===== src/hw/rtl/cda_pkg.sv =====
// Shared types, constants and calendar functions for the date arithmetic unit.
`default_nettype none

package cda_pkg;

   localparam int YEAR_BITS_DEF  = 14;
   localparam int COUNT_BITS_DEF = 16;
   localparam int DAY_BITS       = 5;
   localparam int MONTH_BITS     = 4;
   localparam int DIFF_BITS      = 23;
   localparam int STATUS_BITS    = 3;
   localparam int TYPE_BITS      = 2;

   localparam int MIN_YEAR_RESET = 1600;
   localparam int DAYS_YEAR      = 365;
   localparam int DAYS_400Y      = 146097;
   localparam int YEARS_CYCLE    = 400;

   localparam logic [MONTH_BITS-1:0] JANUARY  = MONTH_BITS'(1);
   localparam logic [MONTH_BITS-1:0] DECEMBER = MONTH_BITS'(12);
   localparam logic [DAY_BITS-1:0]   LAST_DAY = DAY_BITS'(31);

   // divisibility by 25 through the modular inverse of 25 mod 2^16
   localparam int                    LEAP_BITS   = 16;
   localparam logic [LEAP_BITS-1:0]  INV25       = 16'd23593;
   localparam logic [LEAP_BITS-1:0]  DIV25_LIMIT = 16'd2621;

   typedef enum logic [TYPE_BITS-1:0] {
      MODE_CHECK = 2'd0,
      MODE_ADD   = 2'd1,
      MODE_SUB   = 2'd2,
      MODE_DIFF  = 2'd3
   } mode_type;

   typedef enum logic [STATUS_BITS-1:0] {
      ST_OK        = 3'd0,
      ST_BAD_YEAR  = 3'd1,
      ST_BAD_MONTH = 3'd2,
      ST_BAD_DAY   = 3'd3,
      ST_OVERFLOW  = 3'd4
   } status_type;

   typedef enum logic [2:0] {
      CS_IDLE,
      CS_CHECK1,
      CS_CHECK2,
      CS_RUN,
      CS_DONE
   } ctrl_state_type;

   typedef struct packed {
      logic load;
      logic check;
      logic swap;
      logic step;
      logic emit;
   } dp_cmd_type;

   typedef struct packed {
      logic       leap_ok;
      status_type check_code;
      logic       later;
      logic       step_last;
      mode_type   mode;
   } dp_status_type;

   function automatic logic is_leap(input logic [LEAP_BITS-1:0] year);
      logic [LEAP_BITS-1:0] prod;
      logic                 div25;
      prod  = year * INV25;
      div25 = (prod <= DIV25_LIMIT);
      return (year[1:0] == 2'd0) && (!div25 || (year[3:0] == 4'd0));
   endfunction

   function automatic logic [DAY_BITS-1:0] month_len(input logic leap,
                                                     input logic [MONTH_BITS-1:0] month);
      logic [DAY_BITS-1:0] len;
      case (month) inside
         4'd2:                    len = leap ? 5'd29 : 5'd28;
         4'd4, 4'd6, 4'd9, 4'd11: len = 5'd30;
         default:                 len = 5'd31;
      endcase
      return len;
   endfunction

endpackage

`default_nettype wire


===== src/hw/rtl/cda_ctrl.sv =====
// Sequencing state machine for the date arithmetic unit.
`default_nettype none

module cda_ctrl import cda_pkg::*; (
   input  wire logic          clock,
   input  wire logic          reset,
   input  wire logic          req_tvalid,
   output logic               req_tready,
   output logic               rsp_tvalid,
   input  wire logic          rsp_tready,
   input  wire dp_status_type status,
   output dp_cmd_type         cmd
);

   ctrl_state_type state_ff, state_in;
   logic           rsp_valid_ff, rsp_valid_in;

   always_ff @(posedge clock) begin
      if (reset) begin
         state_ff     <= CS_IDLE;
         rsp_valid_ff <= 1'b0;
      end else begin
         state_ff     <= state_in;
         rsp_valid_ff <= rsp_valid_in;
      end
   end

   always_comb begin
      state_in   = state_ff;
      cmd        = '0;
      req_tready = 1'b0;
      unique case (state_ff)
         CS_IDLE: begin
            req_tready = 1'b1;
            if (req_tvalid) begin
               cmd.load = 1'b1;
               state_in = CS_CHECK1;
            end
         end
         CS_CHECK1: begin
            if (status.leap_ok) begin
               cmd.check = 1'b1;
               if (status.check_code != ST_OK || status.mode == MODE_CHECK) begin
                  state_in = CS_DONE;
               end else if (status.mode == MODE_DIFF) begin
                  cmd.swap = 1'b1;
                  state_in = CS_CHECK2;
               end else begin
                  state_in = CS_RUN;
               end
            end
         end
         CS_CHECK2: begin
            if (status.leap_ok) begin
               cmd.check = 1'b1;
               if (status.check_code != ST_OK) begin
                  state_in = CS_DONE;
               end else begin
                  // earlier date becomes the walking date
                  cmd.swap = status.later;
                  state_in = CS_RUN;
               end
            end
         end
         CS_RUN: begin
            if (status.leap_ok) begin
               cmd.step = 1'b1;
               if (status.step_last) begin
                  state_in = CS_DONE;
               end
            end
         end
         CS_DONE: begin
            if (!rsp_valid_ff || rsp_tready) begin
               cmd.emit = 1'b1;
               state_in = CS_IDLE;
            end
         end
         default: state_in = CS_IDLE;
      endcase
   end

   always_comb begin
      if (cmd.emit) begin
         rsp_valid_in = 1'b1;
      end else if (rsp_tready) begin
         rsp_valid_in = 1'b0;
      end else begin
         rsp_valid_in = rsp_valid_ff;
      end
   end

   assign rsp_tvalid = rsp_valid_ff;

endmodule

`default_nettype wire


===== src/hw/rtl/cda_datapath.sv =====
// Date registers, validity check, month/year stepping unit and result register.
`default_nettype none

module cda_datapath import cda_pkg::*; #(
   parameter int YEAR_BITS  = YEAR_BITS_DEF,
   parameter int COUNT_BITS = COUNT_BITS_DEF
) (
   input  wire logic                   clock,
   input  wire logic                   reset,
   input  wire logic                   csr_wr_en,
   input  wire logic [YEAR_BITS-1:0]   csr_wr_data,
   input  wire dp_cmd_type             cmd,
   output dp_status_type               status,
   input  wire logic [TYPE_BITS-1:0]   req_type,
   input  wire logic [DAY_BITS-1:0]    day,
   input  wire logic [MONTH_BITS-1:0]  month,
   input  wire logic [YEAR_BITS-1:0]   year,
   input  wire logic [COUNT_BITS-1:0]  day_count,
   input  wire logic [DAY_BITS-1:0]    other_day,
   input  wire logic [MONTH_BITS-1:0]  other_month,
   input  wire logic [YEAR_BITS-1:0]   other_year,
   output logic [DAY_BITS-1:0]         out_day,
   output logic [MONTH_BITS-1:0]       out_month,
   output logic [YEAR_BITS-1:0]        out_year,
   output logic [DIFF_BITS-1:0]        day_difference,
   output logic [STATUS_BITS-1:0]      out_status
);

   localparam int ACC_A    = (COUNT_BITS > YEAR_BITS + 9) ? COUNT_BITS : YEAR_BITS + 9;
   localparam int ACC_BITS = (ACC_A > DIFF_BITS + 1) ? ACC_A : DIFF_BITS + 1;
   localparam int YX_BITS  = YEAR_BITS + 1;

   localparam logic [YEAR_BITS-1:0] YEAR_MAX     = '1;
   localparam logic [YEAR_BITS-1:0] YEAR_ONE     = YEAR_BITS'(1);
   localparam logic [YEAR_BITS-1:0] YEAR_400     = YEAR_BITS'(YEARS_CYCLE);
   localparam logic [ACC_BITS-1:0]  ACC_400Y     = ACC_BITS'(DAYS_400Y);
   localparam logic [ACC_BITS-1:0]  ACC_DIFF_MAX = ACC_BITS'((1 << DIFF_BITS) - 1);

   logic [DAY_BITS-1:0]   day_ff, day_in, tday_ff, tday_in;
   logic [MONTH_BITS-1:0] month_ff, month_in, tmonth_ff, tmonth_in;
   logic [YEAR_BITS-1:0]  year_ff, year_in, tyear_ff, tyear_in;
   logic [ACC_BITS-1:0]   acc_ff, acc_in;
   mode_type              mode_ff, mode_in;
   status_type            status_ff, status_in;
   logic                  leap_ff, leap_in;
   logic                  leap_ok_ff, leap_ok_in;
   logic [YEAR_BITS-1:0]  min_year_ff, min_year_in;

   logic [DAY_BITS-1:0]    rsp_day_ff, rsp_day_in;
   logic [MONTH_BITS-1:0]  rsp_month_ff, rsp_month_in;
   logic [YEAR_BITS-1:0]   rsp_year_ff, rsp_year_in;
   logic [DIFF_BITS-1:0]   rsp_diff_ff, rsp_diff_in;
   status_type             rsp_status_ff, rsp_status_in;

   logic [DAY_BITS-1:0]   mlen, mlen_prev, to_end, to_next;
   logic [ACC_BITS-1:0]   ylen;
   logic [YX_BITS-1:0]    year_up400, year_lim400;
   logic                  jan1, dec31;
   status_type            check_code;
   logic                  later;

   logic [DAY_BITS-1:0]   step_day;
   logic [MONTH_BITS-1:0] step_month;
   logic [YEAR_BITS-1:0]  step_year;
   logic [ACC_BITS-1:0]   step_acc;
   logic                  step_last, step_ovf, year_kick;
   logic                  result_ok;

   assign mlen        = month_len(leap_ff, month_ff);
   assign mlen_prev   = month_len(leap_ff, month_ff - JANUARY);
   assign to_end      = mlen - day_ff;
   assign to_next     = to_end + DAY_BITS'(1);
   assign ylen        = ACC_BITS'(DAYS_YEAR) + ACC_BITS'(leap_ff);
   assign year_up400  = {1'b0, year_ff} + YX_BITS'(YEARS_CYCLE);
   assign year_lim400 = {1'b0, min_year_ff} + YX_BITS'(YEARS_CYCLE);
   assign jan1        = (month_ff == JANUARY) && (day_ff == DAY_BITS'(1));
   assign dec31       = (month_ff == DECEMBER) && (day_ff == LAST_DAY);
   assign later       = {year_ff, month_ff, day_ff} > {tyear_ff, tmonth_ff, tday_ff};

   always_comb begin
      if (year_ff < min_year_ff) begin
         check_code = ST_BAD_YEAR;
      end else if (month_ff == '0 || month_ff > DECEMBER) begin
         check_code = ST_BAD_MONTH;
      end else if (day_ff == '0 || day_ff > mlen) begin
         check_code = ST_BAD_DAY;
      end else begin
         check_code = ST_OK;
      end
   end

   // one step: a 400-year cycle, a whole year, or up to one month boundary
   always_comb begin
      step_day   = day_ff;
      step_month = month_ff;
      step_year  = year_ff;
      step_acc   = acc_ff;
      step_last  = 1'b0;
      step_ovf   = 1'b0;
      year_kick  = 1'b0;
      case (mode_ff)
         MODE_ADD: begin
            if (jan1 && acc_ff >= ACC_400Y) begin
               if (year_up400[YEAR_BITS]) begin
                  step_ovf = 1'b1;
               end else begin
                  step_year = year_up400[YEAR_BITS-1:0];
                  step_acc  = acc_ff - ACC_400Y;
               end
            end else if (jan1 && acc_ff >= ylen) begin
               if (year_ff == YEAR_MAX) begin
                  step_ovf = 1'b1;
               end else begin
                  step_year = year_ff + YEAR_ONE;
                  step_acc  = acc_ff - ylen;
                  year_kick = 1'b1;
               end
            end else if (acc_ff <= ACC_BITS'(to_end)) begin
               step_day  = day_ff + acc_ff[DAY_BITS-1:0];
               step_last = 1'b1;
            end else begin
               step_acc = acc_ff - ACC_BITS'(to_next);
               step_day = DAY_BITS'(1);
               if (month_ff == DECEMBER) begin
                  if (year_ff == YEAR_MAX) begin
                     step_ovf = 1'b1;
                  end else begin
                     step_month = JANUARY;
                     step_year  = year_ff + YEAR_ONE;
                     year_kick  = 1'b1;
                  end
               end else begin
                  step_month = month_ff + JANUARY;
               end
            end
         end
         MODE_SUB: begin
            if (dec31 && acc_ff >= ACC_400Y) begin
               if ({1'b0, year_ff} < year_lim400) begin
                  step_ovf = 1'b1;
               end else begin
                  step_year = year_ff - YEAR_400;
                  step_acc  = acc_ff - ACC_400Y;
               end
            end else if (dec31 && acc_ff >= ylen) begin
               if (year_ff == min_year_ff) begin
                  step_ovf = 1'b1;
               end else begin
                  step_year = year_ff - YEAR_ONE;
                  step_acc  = acc_ff - ylen;
                  year_kick = 1'b1;
               end
            end else if (acc_ff < ACC_BITS'(day_ff)) begin
               step_day  = day_ff - acc_ff[DAY_BITS-1:0];
               step_last = 1'b1;
            end else begin
               step_acc = acc_ff - ACC_BITS'(day_ff);
               if (month_ff == JANUARY) begin
                  if (year_ff == min_year_ff) begin
                     step_ovf = 1'b1;
                  end else begin
                     step_month = DECEMBER;
                     step_day   = LAST_DAY;
                     step_year  = year_ff - YEAR_ONE;
                     year_kick  = 1'b1;
                  end
               end else begin
                  step_month = month_ff - JANUARY;
                  step_day   = mlen_prev;
               end
            end
         end
         MODE_DIFF: begin
            if (year_ff == tyear_ff && month_ff == tmonth_ff) begin
               step_acc  = acc_ff + ACC_BITS'(tday_ff - day_ff);
               step_last = 1'b1;
            end else if (jan1 && year_up400 <= {1'b0, tyear_ff}) begin
               step_year = year_up400[YEAR_BITS-1:0];
               step_acc  = acc_ff + ACC_400Y;
            end else if (jan1 && year_ff < tyear_ff) begin
               step_year = year_ff + YEAR_ONE;
               step_acc  = acc_ff + ylen;
               year_kick = 1'b1;
            end else begin
               step_acc = acc_ff + ACC_BITS'(to_next);
               step_day = DAY_BITS'(1);
               if (month_ff == DECEMBER) begin
                  step_month = JANUARY;
                  step_year  = year_ff + YEAR_ONE;
                  year_kick  = 1'b1;
               end else begin
                  step_month = month_ff + JANUARY;
               end
            end
         end
         default: step_last = 1'b1;
      endcase
      if (step_ovf) begin
         step_last = 1'b1;
      end
   end

   always_comb begin
      day_in    = day_ff;
      month_in  = month_ff;
      year_in   = year_ff;
      tday_in   = tday_ff;
      tmonth_in = tmonth_ff;
      tyear_in  = tyear_ff;
      acc_in    = acc_ff;
      mode_in   = mode_ff;
      status_in = status_ff;
      if (cmd.load) begin
         day_in    = day;
         month_in  = month;
         year_in   = year;
         tday_in   = other_day;
         tmonth_in = other_month;
         tyear_in  = other_year;
         mode_in   = mode_type'(req_type);
         acc_in    = (mode_type'(req_type) == MODE_DIFF) ? '0 : ACC_BITS'(day_count);
      end else if (cmd.swap) begin
         day_in    = tday_ff;
         month_in  = tmonth_ff;
         year_in   = tyear_ff;
         tday_in   = day_ff;
         tmonth_in = month_ff;
         tyear_in  = year_ff;
      end else if (cmd.step) begin
         day_in   = step_day;
         month_in = step_month;
         year_in  = step_year;
         acc_in   = step_acc;
      end
      if (cmd.check) begin
         status_in = check_code;
      end
      if (cmd.step && step_ovf) begin
         status_in = ST_OVERFLOW;
      end
   end

   // leap flag is registered from the year and so trails it; a 400-year jump keeps it
   assign leap_in     = is_leap(LEAP_BITS'(year_ff));
   assign leap_ok_in  = !(cmd.load || cmd.swap || (cmd.step && year_kick));
   assign min_year_in = csr_wr_en ? csr_wr_data : min_year_ff;

   assign result_ok = (status_ff == ST_OK);

   always_comb begin
      rsp_day_in    = rsp_day_ff;
      rsp_month_in  = rsp_month_ff;
      rsp_year_in   = rsp_year_ff;
      rsp_diff_in   = rsp_diff_ff;
      rsp_status_in = rsp_status_ff;
      if (cmd.emit) begin
         rsp_status_in = status_ff;
         rsp_day_in    = '0;
         rsp_month_in  = '0;
         rsp_year_in   = '0;
         rsp_diff_in   = '0;
         if (result_ok && mode_ff == MODE_DIFF) begin
            rsp_diff_in = (acc_ff > ACC_DIFF_MAX) ? '1 : acc_ff[DIFF_BITS-1:0];
         end else if (result_ok) begin
            rsp_day_in   = day_ff;
            rsp_month_in = month_ff;
            rsp_year_in  = year_ff;
         end
      end
   end

   always_ff @(posedge clock) begin
      if (reset) begin
         leap_ok_ff  <= 1'b0;
         min_year_ff <= YEAR_BITS'(MIN_YEAR_RESET);
      end else begin
         leap_ok_ff  <= leap_ok_in;
         min_year_ff <= min_year_in;
      end
   end

   always_ff @(posedge clock) begin
      day_ff        <= day_in;
      month_ff      <= month_in;
      year_ff       <= year_in;
      tday_ff       <= tday_in;
      tmonth_ff     <= tmonth_in;
      tyear_ff      <= tyear_in;
      acc_ff        <= acc_in;
      mode_ff       <= mode_in;
      status_ff     <= status_in;
      leap_ff       <= leap_in;
      rsp_day_ff    <= rsp_day_in;
      rsp_month_ff  <= rsp_month_in;
      rsp_year_ff   <= rsp_year_in;
      rsp_diff_ff   <= rsp_diff_in;
      rsp_status_ff <= rsp_status_in;
   end

   assign status.leap_ok    = leap_ok_ff;
   assign status.check_code = check_code;
   assign status.later      = later;
   assign status.step_last  = step_last;
   assign status.mode       = mode_ff;

   assign out_day        = rsp_day_ff;
   assign out_month      = rsp_month_ff;
   assign out_year       = rsp_year_ff;
   assign day_difference = rsp_diff_ff;
   assign out_status     = rsp_status_ff;

endmodule

`default_nettype wire


===== src/hw/rtl/calendar_date_arithmetic.sv =====
// Top level of the Gregorian date unit: stream ports, controller and datapath.
//
// Requests arrive on the req_ stream: req_tuser selects the operation (check a date,
// add days, subtract days, day distance between two dates), req_tdata carries both
// dates and the day count. Each request gives exactly one transfer on the rsp_
// stream with the result date or distance in rsp_tdata and the status in rsp_tuser.
// csr_wr_en/csr_wr_data set the earliest valid year; write it only while idle.
// One request is worked on at a time. A check waits in CHECK1 for the leap-year flag,
// checks the date and emits from DONE into the output register that drives rsp_tvalid.
// Add, subtract and distance walk the calendar one step per cycle while the leap-year
// flag is fresh: a whole 400-year cycle, a whole year, or up to the next month
// boundary; each step that moves the year by one waits for the flag to be refreshed.
// The result sits in an output register, so a new request is taken while the
// previous result waits; a stalled receiver holds the next result in the controller
// until the register frees. Reset clears the controller and sets the earliest
// valid year to 1600; no result is pending after reset.
`default_nettype none

module calendar_date_arithmetic import cda_pkg::*; #(
   parameter int YEAR_BITS  = YEAR_BITS_DEF,
   parameter int COUNT_BITS = COUNT_BITS_DEF
) (
   input  wire logic                   clock,
   input  wire logic                   reset,
   input  wire logic                   csr_wr_en,
   input  wire logic [YEAR_BITS-1:0]   csr_wr_data,
   input  wire logic                   req_tvalid,
   output logic                        req_tready,
   // day, month, year, day_count, other_day, other_month, other_year, zero pad
   input  wire logic [((2*YEAR_BITS+COUNT_BITS+2*(DAY_BITS+MONTH_BITS)+7)/8)*8-1:0]
                                       req_tdata,
   // req_type
   input  wire logic [TYPE_BITS-1:0]   req_tuser,
   output logic                        rsp_tvalid,
   input  wire logic                   rsp_tready,
   // out_day, out_month, out_year, day_difference, zero pad
   output logic [((YEAR_BITS+DAY_BITS+MONTH_BITS+DIFF_BITS+7)/8)*8-1:0]
                                       rsp_tdata,
   // status
   output logic [STATUS_BITS-1:0]      rsp_tuser
);

   localparam int OFF_MONTH  = DAY_BITS;
   localparam int OFF_YEAR   = OFF_MONTH + MONTH_BITS;
   localparam int OFF_COUNT  = OFF_YEAR + YEAR_BITS;
   localparam int OFF_ODAY   = OFF_COUNT + COUNT_BITS;
   localparam int OFF_OMONTH = OFF_ODAY + DAY_BITS;
   localparam int OFF_OYEAR  = OFF_OMONTH + MONTH_BITS;
   localparam int RSP_BITS   = ((YEAR_BITS + DAY_BITS + MONTH_BITS + DIFF_BITS + 7) / 8) * 8;

   dp_cmd_type            dp_cmd;
   dp_status_type         dp_status;
   logic [DAY_BITS-1:0]   out_day;
   logic [MONTH_BITS-1:0] out_month;
   logic [YEAR_BITS-1:0]  out_year;
   logic [DIFF_BITS-1:0]  day_difference;
   logic [STATUS_BITS-1:0] out_status;

   cda_ctrl u_ctrl (
      .clock      (clock),
      .reset      (reset),
      .req_tvalid (req_tvalid),
      .req_tready (req_tready),
      .rsp_tvalid (rsp_tvalid),
      .rsp_tready (rsp_tready),
      .status     (dp_status),
      .cmd        (dp_cmd)
   );

   cda_datapath #(
      .YEAR_BITS  (YEAR_BITS),
      .COUNT_BITS (COUNT_BITS)
   ) u_datapath (
      .clock          (clock),
      .reset          (reset),
      .csr_wr_en      (csr_wr_en),
      .csr_wr_data    (csr_wr_data),
      .cmd            (dp_cmd),
      .status         (dp_status),
      .req_type       (req_tuser),
      .day            (req_tdata[DAY_BITS-1:0]),
      .month          (req_tdata[OFF_MONTH +: MONTH_BITS]),
      .year           (req_tdata[OFF_YEAR +: YEAR_BITS]),
      .day_count      (req_tdata[OFF_COUNT +: COUNT_BITS]),
      .other_day      (req_tdata[OFF_ODAY +: DAY_BITS]),
      .other_month    (req_tdata[OFF_OMONTH +: MONTH_BITS]),
      .other_year     (req_tdata[OFF_OYEAR +: YEAR_BITS]),
      .out_day        (out_day),
      .out_month      (out_month),
      .out_year       (out_year),
      .day_difference (day_difference),
      .out_status     (out_status)
   );

   assign rsp_tdata = RSP_BITS'({day_difference, out_year, out_month, out_day});
   assign rsp_tuser = out_status;

   a_fail_zero: assert property (@(posedge clock) disable iff (reset)
      rsp_tvalid && out_status != ST_OK |-> rsp_tdata == '0)
      else $error("failed result carries non-zero payload");

   a_one_at_a_time: assert property (@(posedge clock) disable iff (reset)
      req_tvalid && req_tready |=> !req_tready)
      else $error("request taken while another is in progress");

   a_date_sane: assert property (@(posedge clock) disable iff (reset)
      rsp_tvalid && out_status == ST_OK && out_month != '0
      |-> day_difference == '0 && out_day != '0 && out_month <= DECEMBER)
      else $error("result date out of calendar range");

   a_leap_fresh: assert property (@(posedge clock) disable iff (reset)
      dp_cmd.step || dp_cmd.check |-> dp_status.leap_ok)
      else $error("calendar step on a stale leap-year flag");

endmodule

`default_nettype wire

===== config.mk =====
export PLATFORM = sky130hd
export DESIGN_NAME = calendar_date_arithmetic
export DESIGN_NICKNAME = d
export VERILOG_FILES = /design/src/hw/rtl/cda_pkg.sv /design/src/hw/rtl/cda_ctrl.sv /design/src/hw/rtl/cda_datapath.sv /design/src/hw/rtl/calendar_date_arithmetic.sv
export SDC_FILE = /design/constraint.sdc
export NUM_CORES = 1
export LEC_CHECK = 0
export BUFFER_PORTS_ARGS = -buffer_cell sky130_fd_sc_hd__buf_2
export CORE_ASPECT_RATIO = 1.2
export CORE_UTILIZATION = 65
export DETAILED_ROUTE_END_ITERATION = 12
export PLACE_DENSITY = 0.91
export RECOVER_POWER = 25
export SLEW_MARGIN = 0
export SYNTH_ARGS = -nofsm -noshare
export SYNTH_HDL_FRONTEND = slang
export SYNTH_SLANG_ARGS = --single-unit

===== constraint.sdc =====
create_clock -name clock -period 10.9 [get_ports clock]
set_input_delay 1.635 -clock clock [delete_from_list [all_inputs] [get_ports clock]]
set_output_delay 1.635 -clock clock [all_outputs]
set_load 0.02 [all_outputs]

==> reports/results.ini <==
[outcome]
run_status = finished with violations
violations = max-capacitance violations, max-slew violations

[synth]
synth_edf_count = 121
synth_top_area_share_pct = 23.25
syn_inst = 1842
yosysUniqueCellTypes = 96
yosysTopAreaCell = edfxtp_1
postSynth.asyncResetShare_pct = 0
synth_area_per_cell_sq_um = 8.483
syn_area_sq_mm = 0.01563
synth-main-ff-cell = edfxtp_1
ys_ff_latch = 144
synth_seq_area_share_pct = 26.20
synth_warnings = 0
synthTopCellsByArea = edfxtp_1 23%, ha_1 15%, nand2_1 4.4%, o21ai_0 3.9%, xnor2_1 3.9%

[floorplanning]
row_count = 61
die_y_um = 171.9
die_area_sq_mm = 0.02467
floorplan.initialDensity_pct = 66.91
io_pins = 138
die_w_um = 143.5
core_area_sq_mm = 0.02335

[worst_setup_path]
cp_data_arrival_time_ns = 8.23
cp-start-kind = register
cp-end-kind = register
worstRegToRegCells = 25
cpLargestDelayFamily = compound AO/OA/AOI/OAI gates
crit_required_ns = 11.20
critPathBufInv = 1
reg2reg_slack_ns = 2.97
max_stage_delay_ns = 0.75
cpMaxStageDelayCell = o31ai_1
critPathMaxFanout = 14
cpMostUsedCell = o21ai_0
reg2reg_from = u_datapath.year_ff[4]
path_class = reg2reg
reg2reg_to = u_datapath.acc_ff[16]

[global_route]
grt_max_degree = 62
antenna_found_initial = 0
grt_pass1_vias = 15100
grt_pass1_wl_mm = 77.85
grt_remaining_overflow = 0
grt.total_usage_pct = 41.37

[hold_path]
hold_depth = 2
min_path_type = reg2reg
min_from = u_datapath.min_year_ff[1]
holdPathEnd = u_datapath.min_year_ff[1]

[clocking]
clk_pin_slew_ns = 0.07
htreeDepth = 4
clock_tree.root_cell = clkbuf_16
cts_buffer_depth = 2
cts_hold_buf = 0
clock_sinks = 144
cts_setup_buffers = 0
cts_tree = done
cts_made_buffers = 17
clkLatencyLatePin_ns = 0.45
cts_resized = 0

[sta]
worst_pin_slew_ns = 1.754
clock_skew_ns = 0.01589
finalHoldViolations = 0
finalMaxSlewViolations = 12
finalSetupTns_ns = 0
max_freq_mhz = 126.1
report.final.setup_viol = 0
post-route-period-util_pct = 72.75
max_slew_margin_pct = -17.99
rsz0062_at_grt = no
timing.hold.ws_ns = 0.5177
worst_slack_ns = 2.971
period_needed_ns = 7.929

[run]
maxCapViolations = 1

[routing]
vias = 15470
drc = 0
wirelength_mm = 50.82
ant_nets = 0
drt-vias-per-instance = 6.876
first_pass_iters = 8
routedWlPerCell_um = 22.59
drt_iter0_drc = 1842

[placement]
gp_congestion = 1.011
dp_slack_ns = 3.510
port_buffers = 133
dp_hpwl_mm = 37.43

[finish]
nNetsFinal = 2222
insertedDiodeCount = 0
syn2layout_area_growth_pct = 8.952
drive_above_1_share_pct = 10.23
fillCellCount = 1783

[layout by cell type (no fill, tap or decap), drive strengths merged, types with 27 or more instances in the layout]
| cell | netlist | routed |
|---|---|---|
| ha | 190 | 190 |
| nand2 | 183 | 183 |
| inv | 153 | 162 |
| o21ai | 138 | 138 |
| buf | 29 | 127 |
| edfxtp | 121 | 121 |
| a21oi | 113 | 113 |
| nor2 | 104 | 104 |
| xnor2 | 69 | 69 |
| clkbuf | 65 | 44 |
| nand3 | 43 | 43 |
| nor3 | 41 | 41 |
| and2 | 36 | 36 |
| a22oi | 33 | 33 |
| o21a | 31 | 31 |
| a21o | 30 | 30 |
| xor2 | 27 | 27 |
[cell usage after synthesis (all sizes together), types with 14 or more instances]
| cell type | number |
|---|---|
| a22oi | 33 |
| a211oi | 20 |
| edfxtp | 121 |
| and3 | 18 |
| o31ai | 18 |
| dfxtp | 23 |
| xor2 | 27 |
| nor4 | 20 |
| nand4 | 20 |
| ha | 190 |
| and2 | 36 |
| nor2 | 104 |
| o221ai | 14 |
| xnor2 | 69 |
| a21o | 30 |
| nand2b | 23 |
| nand3 | 43 |
| nor2b | 14 |
| inv | 153 |
| mux2i | 20 |
| o21ai | 138 |
| o211ai | 17 |
| a31oi | 25 |
| clkbuf | 65 |
| buf | 29 |
| fa | 25 |
| o21a | 31 |
| nand2 | 183 |
| a21oi | 113 |
| nor3 | 41 |
[registers in the layout, indices dropped and copies added (netlist names), 4 cells and up]
register                   flops
u_datapath.year_ff            14
u_datapath.out_month           4
u_datapath.out_year           14
u_datapath.day_ff              5
u_datapath.tday_ff             5
u_datapath.tyear_ff           14
u_datapath.out_day             5
u_datapath.day_difference     23
u_datapath.min_year_ff        14
u_datapath.month_ff            4
u_datapath.acc_ff             24
u_datapath.tmonth_ff           4
[worst min-delay path, cell delays in order (launching register included)]
cell     delay, ns
dfxtp_1       0.34
mux2i_1       0.07
nor2_1        0.07
[stage by stage]
stage          utilization, %  instance area [sq um]  cells
2_1_floorplan               -                  15630   1843
3_3_place_gp            70.48                  16460   2218
3_5_place_dp            70.48                  16460   2218
4_1_cts                 73.08                  17070   2250
5_1_grt                 72.90                  17030   2250
6_report                72.90                  17030   2250
[worst max-delay path by stage]
stage | slack (ns) | start | cells past startpoint | to
3_5_place_dp | 3.51 | u_datapath.year_ff[4] | 25 | u_datapath.acc_ff[16]
3_3_place_gp | 3.71 | u_datapath.year_ff[4] | 25 | u_datapath.acc_ff[22]
4_1_cts | 3.40 | u_datapath.year_ff[4] | 25 | u_datapath.acc_ff[16]
5_1_grt | 2.72 | u_datapath.year_ff[4] | 25 | u_datapath.acc_ff[16]
2_1_floorplan | 5.00 | u_datapath.year_ff[4] | 21 | u_datapath.acc_ff[15]
6_report | 2.97 | u_datapath.year_ff[4] | 25 | u_datapath.acc_ff[16]
[cell families after synthesis]
family | count (synthesis) | share of synthesized area [%]
adder cells (fa/ha/maj) | 215 | 18.42
XOR/XNOR | 96 | 5.381
AND/OR/NAND/NOR | 551 | 17.54
other | 1 | 0.02400
flip-flops | 144 | 26.20
AO/OA/AOI/OAI | 560 | 24.38
buffers and inverters | 250 | 6.390
multiplexers | 25 | 1.665
[per-layer routing]
layer	vias to the layer above	track usage [%]	share of wire, %	wire, um
met4	0	30.90	7.2	3663
met2	1065	69.12	47	23870
met5	-	0	0	0
met3	269	7.089	9.4	4785
met1	7202	47.48	36	18500
li1	6936	-	-	-
[area by class of cell]
cell class / count / area, sq um / share of cell area (%)
clock inverter: 15 / 183.9 / 1.080
multi-input combinational: 1449 / 10560 / 62.00
inverter: 156 / 585.6 / 3.439
tap: 315 / 394.1 / 2.315
clock buffer: 17 / 425.4 / 2.499
sequential: 144 / 4094 / 24.05
timing repair buffer: 154 / 787.0 / 4.623
Power is left out: the tool's default activity adds up to more than one toggle a clock period on the data nets, which glitch-free logic cannot reach.
